--- src/rtl/tlbf_pkg.sv ---
// Shared types and constants of the two-level best-fit allocator.
`default_nettype none
package tlbf_pkg;
    localparam int ARENA_BYTES     = 16384;
    localparam int ARENA_WORDS     = ARENA_BYTES / 2;
    localparam int AW              = $clog2(ARENA_WORDS);
    localparam int PW              = $clog2(ARENA_BYTES + 2 * 65536);
    localparam int HDR_BYTES       = 4;
    localparam int POOL_SPLIT_MIN  = 16;
    localparam int BLOCK_SPLIT_MIN = 6;

    typedef logic [PW-1:0] t_pos;
    typedef logic [15:0]   t_word;

    localparam t_pos  ARENA_POS  = t_pos'(ARENA_BYTES);
    localparam t_word ARENA_WORD = t_word'(ARENA_BYTES);

    localparam logic [2:0] CMD_CREATE = 3'd0;
    localparam logic [2:0] CMD_DELETE = 3'd1;
    localparam logic [2:0] CMD_ALLOC  = 3'd2;
    localparam logic [2:0] CMD_FREE   = 3'd3;
    localparam logic [2:0] CMD_INFO   = 3'd4;

    typedef struct packed {
        t_pos  rd_pos;
        logic  we;
        t_pos  wr_pos;
        t_word wr_dat;
    } t_mem_req;
endpackage
`default_nettype wire

--- src/rtl/tlbf_seq.sv ---
// Command sequencer: segment and block header walks and header updates.
`default_nettype none
module tlbf_seq
    import tlbf_pkg::*;
(
    input  wire logic        i_clk,
    input  wire logic        i_rst_n,
    input  wire logic        i_start,
    input  wire logic [2:0]  i_command,
    input  wire logic [15:0] i_pool_handle,
    input  wire logic [15:0] i_byte_count,
    input  wire logic [13:0] i_block_offset,
    input  wire t_word       i_rdata,
    output t_mem_req         o_req,
    output logic             o_busy,
    output logic             o_done,
    output logic [15:0]      o_new_handle,
    output logic [13:0]      o_data_offset,
    output logic [14:0]      o_used_bytes,
    output logic [14:0]      o_free_bytes,
    output logic [14:0]      o_largest_free,
    output logic             o_info_valid
);
    typedef enum logic [4:0] {
        ST_CLEAR, ST_IDLE, ST_SA, ST_SB, ST_SC, ST_BA, ST_BB, ST_BC,
        ST_CF, ST_CW0, ST_CW1, ST_CW2, ST_CW3, ST_CW4, ST_CW5,
        ST_AF, ST_AW0, ST_AW1, ST_AW2, ST_AW3,
        ST_DA, ST_DB, ST_DC, ST_DD, ST_DE,
        ST_FA, ST_FB, ST_FC, ST_FD, ST_FE, ST_FIN
    } t_state;

    t_state      r_state;
    logic [2:0]  r_cmd;
    logic [15:0] r_handle;
    logic [15:0] r_handles;
    logic [15:0] r_hnew;
    logic [16:0] r_want;
    t_pos        r_need;
    t_pos        r_user;
    t_pos        r_p;
    t_pos        r_s;
    t_pos        r_end;
    t_pos        r_prev;
    t_pos        r_best;
    t_pos        r_cur;
    t_pos        r_nx;
    t_word       r_ssz;
    t_word       r_prev_sz;
    t_word       r_best_sz;
    t_word       r_cur_sz;
    t_word       r_tmp;
    t_word       r_big;
    logic [14:0] r_used;
    logic [14:0] r_fre;
    logic        r_has_prev;
    logic        r_prev_free;
    logic        r_split;
    logic        r_merge;

    t_pos        q_pos;
    t_pos        seg_np;
    logic        seg_bad;
    t_pos        blk_sz;
    t_pos        blk_np;
    logic        blk_bad;
    t_word       pay;
    logic [14:0] used_n;
    logic [14:0] fre_n;
    t_word       big_n;
    logic        cr_take;
    logic        al_take;
    logic [16:0] cf_w0;
    logic        cf_split;
    logic        af_split;
    logic        del_merge;
    t_pos        del_nx;
    t_pos        best_data;

    assign q_pos     = t_pos'(i_rdata);
    assign seg_np    = r_p + q_pos;
    assign seg_bad   = (i_rdata == '0) || (q_pos > (ARENA_POS - r_p));
    assign blk_sz    = t_pos'(r_tmp);
    assign blk_np    = r_p + blk_sz;
    assign blk_bad   = (r_tmp == '0) || (blk_sz > (r_end - r_p));
    assign pay       = (r_tmp >= t_word'(HDR_BYTES)) ? (r_tmp - t_word'(HDR_BYTES)) : '0;
    assign used_n    = r_used + ((i_rdata != '0) ? pay[14:0] : 15'd0);
    assign fre_n     = r_fre + ((i_rdata == '0) ? pay[14:0] : 15'd0);
    assign big_n     = ((i_rdata == '0) && (pay > r_big)) ? pay : r_big;
    assign cr_take   = (r_want == '0) ? !(r_best_sz > i_rdata) :
                       (({1'b0, i_rdata} >= r_want) &&
                        !((r_best_sz != '0) && (r_best_sz < i_rdata)));
    assign al_take   = (i_rdata == '0) && (blk_sz >= r_need) &&
                       !((r_best_sz != '0) && (r_best_sz < r_tmp));
    assign cf_w0     = (r_want == '0) ? {1'b0, r_best_sz} : r_want;
    assign cf_split  = !({1'b0, r_best_sz} < (cf_w0 + 17'(POOL_SPLIT_MIN)));
    assign af_split  = !(t_pos'(r_best_sz) < (r_need + t_pos'(BLOCK_SPLIT_MIN)));
    assign del_merge = r_has_prev && r_prev_free;
    assign del_nx    = r_cur + t_pos'(r_cur_sz);
    assign best_data = r_best + t_pos'(HDR_BYTES);
    assign o_busy    = (r_state != ST_IDLE);

    always_comb begin
        o_req        = '0;
        o_req.rd_pos = r_p;
        case (r_state)
            ST_CLEAR: begin
                o_req.we     = 1'b1;
                o_req.wr_pos = r_p;
                o_req.wr_dat = (r_p == t_pos'(2)) ? ARENA_WORD : '0;
            end
            ST_SB, ST_BB: o_req.rd_pos = r_p + t_pos'(2);
            ST_DA: begin
                o_req.we     = del_merge;
                o_req.wr_pos = r_prev + t_pos'(2);
                o_req.wr_dat = r_prev_sz + r_ssz;
            end
            ST_DB: o_req.rd_pos = del_nx;
            ST_DC: o_req.rd_pos = r_nx + t_pos'(2);
            ST_DD: begin
                o_req.we     = (r_tmp == '0);
                o_req.wr_pos = r_cur + t_pos'(2);
                o_req.wr_dat = r_cur_sz + i_rdata;
            end
            ST_DE: begin
                o_req.we     = 1'b1;
                o_req.wr_pos = r_cur;
            end
            ST_CW0: begin
                o_req.we     = r_split;
                o_req.wr_pos = r_best + t_pos'(r_want);
            end
            ST_CW1: begin
                o_req.we     = r_split;
                o_req.wr_pos = r_best + t_pos'(r_want) + t_pos'(2);
                o_req.wr_dat = r_best_sz - r_want[15:0];
            end
            ST_CW2: begin
                o_req.we     = 1'b1;
                o_req.wr_pos = r_best + t_pos'(HDR_BYTES);
                o_req.wr_dat = r_want[15:0] - t_word'(HDR_BYTES);
            end
            ST_CW3: begin
                o_req.we     = 1'b1;
                o_req.wr_pos = r_best + t_pos'(HDR_BYTES + 2);
            end
            ST_CW4: begin
                o_req.we     = 1'b1;
                o_req.wr_pos = r_best;
                o_req.wr_dat = r_hnew;
            end
            ST_CW5: begin
                o_req.we     = 1'b1;
                o_req.wr_pos = r_best + t_pos'(2);
                o_req.wr_dat = r_want[15:0];
            end
            ST_AW0: begin
                o_req.we     = r_split;
                o_req.wr_pos = r_best + r_need;
                o_req.wr_dat = r_best_sz - r_need[15:0];
            end
            ST_AW1: begin
                o_req.we     = r_split;
                o_req.wr_pos = r_best + r_need + t_pos'(2);
            end
            ST_AW2: begin
                o_req.we     = 1'b1;
                o_req.wr_pos = r_best;
                o_req.wr_dat = r_need[15:0];
            end
            ST_AW3: begin
                o_req.we     = 1'b1;
                o_req.wr_pos = r_best + t_pos'(2);
                o_req.wr_dat = t_word'(1);
            end
            ST_FA: begin
                o_req.we     = 1'b1;
                o_req.wr_pos = r_user + t_pos'(2);
            end
            ST_FB: begin
                o_req.we     = r_merge;
                o_req.wr_pos = r_cur;
                o_req.wr_dat = r_cur_sz;
            end
            ST_FC: o_req.rd_pos = r_nx + t_pos'(2);
            ST_FD: o_req.rd_pos = r_nx;
            ST_FE: begin
                o_req.we     = (r_tmp == '0);
                o_req.wr_pos = r_cur;
                o_req.wr_dat = r_cur_sz + i_rdata;
            end
            default: ;
        endcase
    end

    always_ff @(posedge i_clk) begin
        if (!i_rst_n) begin
            r_state   <= ST_CLEAR;
            r_p       <= '0;
            r_handles <= '0;
            o_done    <= 1'b0;
        end else begin
            o_done <= 1'b0;
            case (r_state)
                ST_CLEAR: begin
                    r_p <= r_p + t_pos'(2);
                    if (r_p == ARENA_POS - t_pos'(2)) begin
                        r_state <= ST_IDLE;
                    end
                end
                ST_IDLE: begin
                    if (i_start) begin
                        r_cmd          <= i_command;
                        r_handle       <= i_pool_handle;
                        r_want         <= {1'b0, i_byte_count} + 17'(i_byte_count[0]);
                        r_need         <= t_pos'(i_byte_count) + t_pos'(i_byte_count[0])
                                          + t_pos'(HDR_BYTES);
                        r_user         <= t_pos'(i_block_offset) - t_pos'(HDR_BYTES);
                        r_p            <= '0;
                        r_has_prev     <= 1'b0;
                        r_best         <= '0;
                        r_best_sz      <= '0;
                        r_used         <= '0;
                        r_fre          <= '0;
                        r_big          <= '0;
                        o_new_handle   <= '0;
                        o_data_offset  <= '0;
                        o_used_bytes   <= '0;
                        o_free_bytes   <= '0;
                        o_largest_free <= '0;
                        o_info_valid   <= 1'b0;
                        r_state        <= ST_SA;
                        case (i_command)
                            CMD_CREATE: begin
                                if (((i_byte_count != '0) &&
                                     (i_byte_count < 16'(2 * HDR_BYTES))) ||
                                    (r_handles == 16'hFFFF)) begin
                                    r_state <= ST_FIN;
                                end
                            end
                            CMD_DELETE, CMD_ALLOC: begin
                                if (i_pool_handle == '0) begin
                                    r_state <= ST_FIN;
                                end
                            end
                            CMD_FREE: begin
                                if ((i_pool_handle == '0) ||
                                    (i_block_offset < 14'(HDR_BYTES))) begin
                                    r_state <= ST_FIN;
                                end
                            end
                            CMD_INFO: begin
                                if (i_pool_handle == '0) begin
                                    o_info_valid <= 1'b1;
                                    r_state      <= ST_FIN;
                                end
                            end
                            default: r_state <= ST_FIN;
                        endcase
                    end
                end
                ST_SA: r_state <= ST_SB;
                ST_SB: begin
                    r_tmp   <= i_rdata;
                    r_state <= ST_SC;
                end
                ST_SC: begin
                    if (r_cmd == CMD_CREATE) begin
                        if (seg_bad) begin
                            r_state <= ST_CF;
                        end else begin
                            if ((r_tmp == '0) && cr_take) begin
                                r_best    <= r_p;
                                r_best_sz <= i_rdata;
                            end
                            r_p     <= seg_np;
                            r_state <= (seg_np >= ARENA_POS) ? ST_CF : ST_SA;
                        end
                    end else if (r_tmp == r_handle) begin
                        r_s     <= r_p;
                        r_ssz   <= i_rdata;
                        r_p     <= r_p + t_pos'(HDR_BYTES);
                        r_end   <= ((r_cmd == CMD_INFO) && (i_rdata < t_word'(HDR_BYTES))) ?
                                   r_p + t_pos'(HDR_BYTES) : seg_np;
                        if (r_cmd == CMD_DELETE) begin
                            r_state <= ST_DA;
                        end else begin
                            r_has_prev <= 1'b0;
                            r_state    <= ST_BA;
                        end
                    end else if (seg_bad || (seg_np >= ARENA_POS)) begin
                        o_info_valid <= (r_cmd == CMD_INFO);
                        r_state      <= ST_FIN;
                    end else begin
                        r_prev      <= r_p;
                        r_prev_sz   <= i_rdata;
                        r_prev_free <= (r_tmp == '0);
                        r_has_prev  <= 1'b1;
                        r_p         <= seg_np;
                        r_state     <= ST_SA;
                    end
                end
                ST_BA: begin
                    if (r_p >= r_end) begin
                        case (r_cmd)
                            CMD_ALLOC: r_state <= ST_AF;
                            CMD_INFO: begin
                                o_used_bytes   <= r_used;
                                o_free_bytes   <= r_fre;
                                o_largest_free <= r_big[14:0];
                                o_info_valid   <= 1'b1;
                                r_state        <= ST_FIN;
                            end
                            default: r_state <= ST_FIN;
                        endcase
                    end else begin
                        r_state <= ST_BB;
                    end
                end
                ST_BB: begin
                    r_tmp   <= i_rdata;
                    r_state <= ST_BC;
                end
                ST_BC: begin
                    case (r_cmd)
                        CMD_ALLOC: begin
                            if (blk_bad) begin
                                r_state <= ST_AF;
                            end else begin
                                if (al_take) begin
                                    r_best    <= r_p;
                                    r_best_sz <= r_tmp;
                                end
                                r_p     <= blk_np;
                                r_state <= ST_BA;
                            end
                        end
                        CMD_FREE: begin
                            if (r_p == r_user) begin
                                r_cur_sz <= r_tmp;
                                r_nx     <= blk_np;
                                r_state  <= blk_bad ? ST_FIN : ST_FA;
                            end else if ((r_p > r_user) || blk_bad) begin
                                r_state <= ST_FIN;
                            end else begin
                                r_prev      <= r_p;
                                r_prev_sz   <= r_tmp;
                                r_prev_free <= (i_rdata == '0);
                                r_has_prev  <= 1'b1;
                                r_p         <= blk_np;
                                r_state     <= ST_BA;
                            end
                        end
                        default: begin
                            r_used <= used_n;
                            r_fre  <= fre_n;
                            r_big  <= big_n;
                            r_p    <= blk_np;
                            if (blk_bad) begin
                                o_used_bytes   <= used_n;
                                o_free_bytes   <= fre_n;
                                o_largest_free <= big_n[14:0];
                                o_info_valid   <= 1'b0;
                                r_state        <= ST_FIN;
                            end else begin
                                r_state <= ST_BA;
                            end
                        end
                    endcase
                end
                ST_CF: begin
                    r_split <= cf_split;
                    r_want  <= cf_split ? cf_w0 : {1'b0, r_best_sz};
                    r_hnew  <= ~r_handles & (r_handles + 16'd1);
                    r_state <= (r_best_sz == '0) ? ST_FIN : ST_CW0;
                end
                ST_CW0: r_state <= ST_CW1;
                ST_CW1: r_state <= ST_CW2;
                ST_CW2: r_state <= ST_CW3;
                ST_CW3: r_state <= ST_CW4;
                ST_CW4: r_state <= ST_CW5;
                ST_CW5: begin
                    r_handles    <= r_handles | r_hnew;
                    o_new_handle <= r_hnew;
                    r_state      <= ST_FIN;
                end
                ST_AF: begin
                    r_split <= af_split;
                    if (!af_split) begin
                        r_need <= t_pos'(r_best_sz);
                    end
                    r_state <= (r_best_sz == '0) ? ST_FIN : ST_AW0;
                end
                ST_AW0: r_state <= ST_AW1;
                ST_AW1: r_state <= ST_AW2;
                ST_AW2: r_state <= ST_AW3;
                ST_AW3: begin
                    o_data_offset <= best_data[13:0];
                    r_state       <= ST_FIN;
                end
                ST_DA: begin
                    r_handles <= r_handles & ~r_handle;
                    if (del_merge) begin
                        r_cur    <= r_prev;
                        r_cur_sz <= r_prev_sz + r_ssz;
                    end else begin
                        r_cur    <= r_s;
                        r_cur_sz <= r_ssz;
                    end
                    r_state <= ST_DB;
                end
                ST_DB: begin
                    r_nx    <= del_nx;
                    r_state <= (del_nx < ARENA_POS) ? ST_DC : ST_DE;
                end
                ST_DC: begin
                    r_tmp   <= i_rdata;
                    r_state <= ST_DD;
                end
                ST_DD: r_state <= ST_DE;
                ST_DE: r_state <= ST_FIN;
                ST_FA: begin
                    r_merge <= r_has_prev && r_prev_free;
                    if (r_has_prev && r_prev_free) begin
                        r_cur    <= r_prev;
                        r_cur_sz <= r_prev_sz + r_cur_sz;
                    end else begin
                        r_cur <= r_user;
                    end
                    r_state <= ST_FB;
                end
                ST_FB: r_state <= (r_nx < r_end) ? ST_FC : ST_FIN;
                ST_FC: r_state <= ST_FD;
                ST_FD: begin
                    r_tmp   <= i_rdata;
                    r_state <= ST_FE;
                end
                ST_FE: r_state <= ST_FIN;
                ST_FIN: begin
                    o_done  <= 1'b1;
                    r_state <= ST_IDLE;
                end
                default: r_state <= ST_IDLE;
            endcase
        end
    end
endmodule
`default_nettype wire
--- config.mk ---
export PLATFORM = sky130hd
export DESIGN_NAME = tlbf_seq
export DESIGN_NICKNAME = d
export VERILOG_FILES = /design/src/rtl/tlbf_pkg.sv /design/src/rtl/tlbf_seq.sv
export SDC_FILE = /design/constraint.sdc
export NUM_CORES = 2
export LEC_CHECK = 0
export ABC_CLOCK_PERIOD_IN_PS = 9520
export BUFFER_PORTS_ARGS = -buffer_cell sky130_fd_sc_hd__buf_2
export CELL_PAD_IN_SITES_DETAIL_PLACEMENT = 1
export CELL_PAD_IN_SITES_GLOBAL_PLACEMENT = 2
export CORE_AREA = 5 5 356 323
export CTS_BUF_LIST = sky130_fd_sc_hd__clkbuf_16
export CTS_CLUSTER_SIZE = 25
export DETAILED_ROUTE_END_ITERATION = 8
export DIE_AREA = 0 0 361 328
export GPL_ROUTABILITY_DRIVEN = 0
export PLACE_DENSITY_LB_ADDON = 0.2
export SETUP_SLACK_MARGIN = 0.15
export SYNTH_ARGS = -nofsm -noshare
export SYNTH_HDL_FRONTEND = slang
export SYNTH_SLANG_ARGS = --single-unit
--- constraint.sdc ---
create_clock -name i_clk -period 9.52 [get_ports i_clk]
set_input_delay 1.904 -clock i_clk [delete_from_list [all_inputs] [get_ports i_clk]]
set_output_delay 1.904 -clock i_clk [all_outputs]
set_load 0.02 [all_outputs]
==> flow_summary.toml <==
[synthesis]
ys_warn_count = 0
syn_nets = 4831
synth-edff-count = 398
netlist_area_sq_mm = 0.0384
synth_cell_type_count = 95
synthArstFlopShare_pct = 0
ys.flop_type = "edfxtp_1"
ys_seq_elements = 438
avgSynthCellArea_sq_um = 8.81
syn-instance-count = 4366
yosysSeqAreaShare_pct = 33.2

[worst_setup_path]
slowest_delay_ps = 630
path_max_fanout = 44
reg2reg_slack_ps = 3040
crit_buf_inv = 3
r2r_cells = 19
regToRegEndpoint = "r_want[1]"
crit_top_cell = "buf_4"
r2r_start = "r_want[3]"
end_kind = "primary output"
crit_type = "reg -> out"
cp_slowest_cell = "o41ai_1"
critPathTopFamily = "compound AO/OA/AOI/OAI gates"
start_kind = "flop"
cp.required_ps = 7620
arrival_ps = 6190
path_cells = "buf_4, or3b_1, nor2_4, buf_4, nor2_1, a21oi_1, ha_1, nor2b_1, o21a_1, o21ai_0, a2111o_1, a21boi_0, o41ai_1, o21bai_1, xnor2_1, a221oi_1, nand3_1, buf_2"

[clock_network]
cts_tree = "built"
clkTransAtPathRegs_ps = 60
numClockSinks = 438
numCtsBuffers = 55
postCtsResizedCells = 0
cts_setup_buffers = 0
clockBufferDepth = 3
hold_buffers = 0
htree_levels = 2
cts-root-buf = "clkbuf_16"
clk_latency_ps = 680

[final_layout]
layout_commonest_cell = "edfxtp_1"
fill_cells = 13000
final_cell_mix = "edfxtp_1, ha_1, nand2_1, nor2_1, a21oi_1"
drive_gt1_share_pct = 10.6
fin_util_pct = 39.2
area_delta_synth_final_pct = 12.7
nets = 4993

[routing]
vias_per_cell = 6.21
drtAntennaViolNets = 0
drc_errors = 0
wl_per_cell_microns = 30.7
firstDrtPassIters = 7
drt_iter0_markers = 3762
vias = 37600
drt-total-wl_microns = 186000

[floorplan]
core_area_sq_mm = 0.111
dieHeight_microns = 328
std_cell_rows = 116
initial_core_util_pct = 34.8
die_w_microns = 361
io_pins = 199
dieArea_sq_mm = 0.118

[power_and_ir_drop]
vdd_drop_max_uv = 136
power.leakage_nw = 17.3
p_per_area_mw_per_mm2 = 106

[min_path]
min_path_type = "reg -> reg"
hold_path_depth = 1
whs_endpoint = "r_hnew[0]"
hp-start = "r_handles[0]"

[timing]
tns_ps = 0
hold_viol = 0
finalSetupViolations = 0
whs_ps = 517
setup_ws_ps = 1430
max_freq_mhz = 124
skew_ps = 44.5
rsz0062_at_grt = "false"
slew_violations = 0
tightest_slew_ps = 1180
slew_headroom_pct = 20.6
period_needed_ps = 8090
period_share_pct = 85.0

[outcome]
status = "complete, no violations"

[global_routing]
grt_pass1_wl_microns = 266000
antenna_found_initial = 15
gr-total-overflow = 0
grtUsageTotal_pct = 30.3
grt_max_degree = 56
grt_pass1_vias = 37000

[placed_design]
place_hpwl_microns = 143000
place_worst_setup_slack_ps = 2310
portBuffers = 198

[run]
maxCapViolCount = 0
==> metrics by stage <==
stage,instances,power [mW],instance area [sq um]
3_5_place_dp,5946,2.40,41500
5_1_grt,6051,4.70,43300
3_3_place_gp,5946,2.39,41500
6_report,6058,4.57,43300
4_1_cts,6049,4.60,43300
2_1_floorplan,4366,2.28,38400
==> worst max path at each step <==
stage / startpoint / end / slack [ps] / cells past startpoint
after floorplan: r_p[4] / o_free_bytes[0] / 2700 / 23
after global placement: r_state[4] / o_req[15] / 2390 / 18
after detailed placement: r_state[4] / o_req[15] / 2310 / 18
after CTS: r_state[4] / o_req[15] / 1490 / 18
after global routing: r_state[4] / o_req[15] / 970 / 18
final: r_state[4] / o_req[15] / 1430 / 18
==> cell usage after synthesis (14+ instances only) <==
library cell,count,area (sq um)
edfxtp_1,398,12000
ha_1,385,4820
nor2_1,383,1440
nand2_1,381,1430
a21oi_1,335,1680
o21ai_0,258,1290
inv_1,203,762
xnor2_1,201,1760
clkbuf_1,173,649
a21o_1,137,1030
nor3_1,122,611
xor2_1,121,1060
nand3_1,110,551
and3_1,74,463
a31oi_1,58,363
nand4_1,56,350
a221oi_1,54,473
o211ai_1,51,383
nor4_1,48,300
a211oi_1,47,353
nand2b_1,47,294
mux2i_1,42,420
dfxtp_1,40,801
or3_1,38,238
o21a_1,37,278
nor2b_1,36,225
a22oi_1,34,255
o22ai_1,34,213
a221o_1,32,320
and2_1,29,181
a22o_1,24,210
o221ai_1,22,193
o31ai_1,20,150
a211o_1,19,166
o21bai_1,19,143
or2_2,19,119
buf_1,18,67.6
nand3b_1,17,128
nor3b_1,17,128
a222oi_1,14,140
==> cell families (layout without fill, tap and decap cells) <==
kind of cell             after synthesis  after routing  share of synthesized area (%)
multiplexers                          49             49                           1.30
buffers and inverters                419            627                           4.19
adder cells (fa/ha/maj)              398            398                           13.2
other                                  0              9                              0
flip-flops                           438            438                           33.2
XOR/XNOR                             322            322                           7.34
AO/OA/AOI/OAI                       1317           1317                           22.8
AND/OR/NAND/NOR                     1423           1423                           18.0
==> area by class of cell <==
class	count	area (sq um)	share of cell area, %
Clock buffer	56	1400	3.23
Timing Repair Buffer	312	1850	4.26
Multi-Input combinational cell	3509	24200	55.9
Clock inverter	47	442	1.02
Sequential cell	438	12800	29.4
Inverter	212	796	1.84
Antenna cell	9	22.5	0.0520
Tap cell	1475	1850	4.26
==> state kept, by name, indices dropped and copies added (netlist names), 18 cells and up <==
signal and cells:
r_best 18, r_p 18, r_prev 18, r_s 18
r_cur 18, r_nx 18, r_end 18
==> where the power goes <==
| part | switching [mW] | internal (mW) | leakage (nW) |
|---|---|---|---|
| logic | 0.186 | 0.0987 | 12.5 |
| clock network | 0.969 | 1.24 | 0.902 |
| registers | 0.000383 | 2.08 | 3.95 |
| total | 1.15 | 3.42 | 17.3 |
==> worst register-to-register path: cells and delay by family, from the launching register on <==
kind	cells	cell delay, ps
DFF	1	580
and+or+nand+nor	9	3180
muxes	1	270
buffers and inverters	1	400
adders and majority gates	3	760
AOI/OAI and AO/OA	5	1030
==> metal layers <==
layer / up-vias / track usage (%) / wire, microns
met4: 8 / 11.0 / 7400
met3: 325 / 5.93 / 15600
met5: - / 0 / 57
met1: 18900 / 42.4 / 82900
li1: 16800 / - / -
met2: 1641 / 46.4 / 80400
No activity file was read; power rests on OpenSTA's default activity.
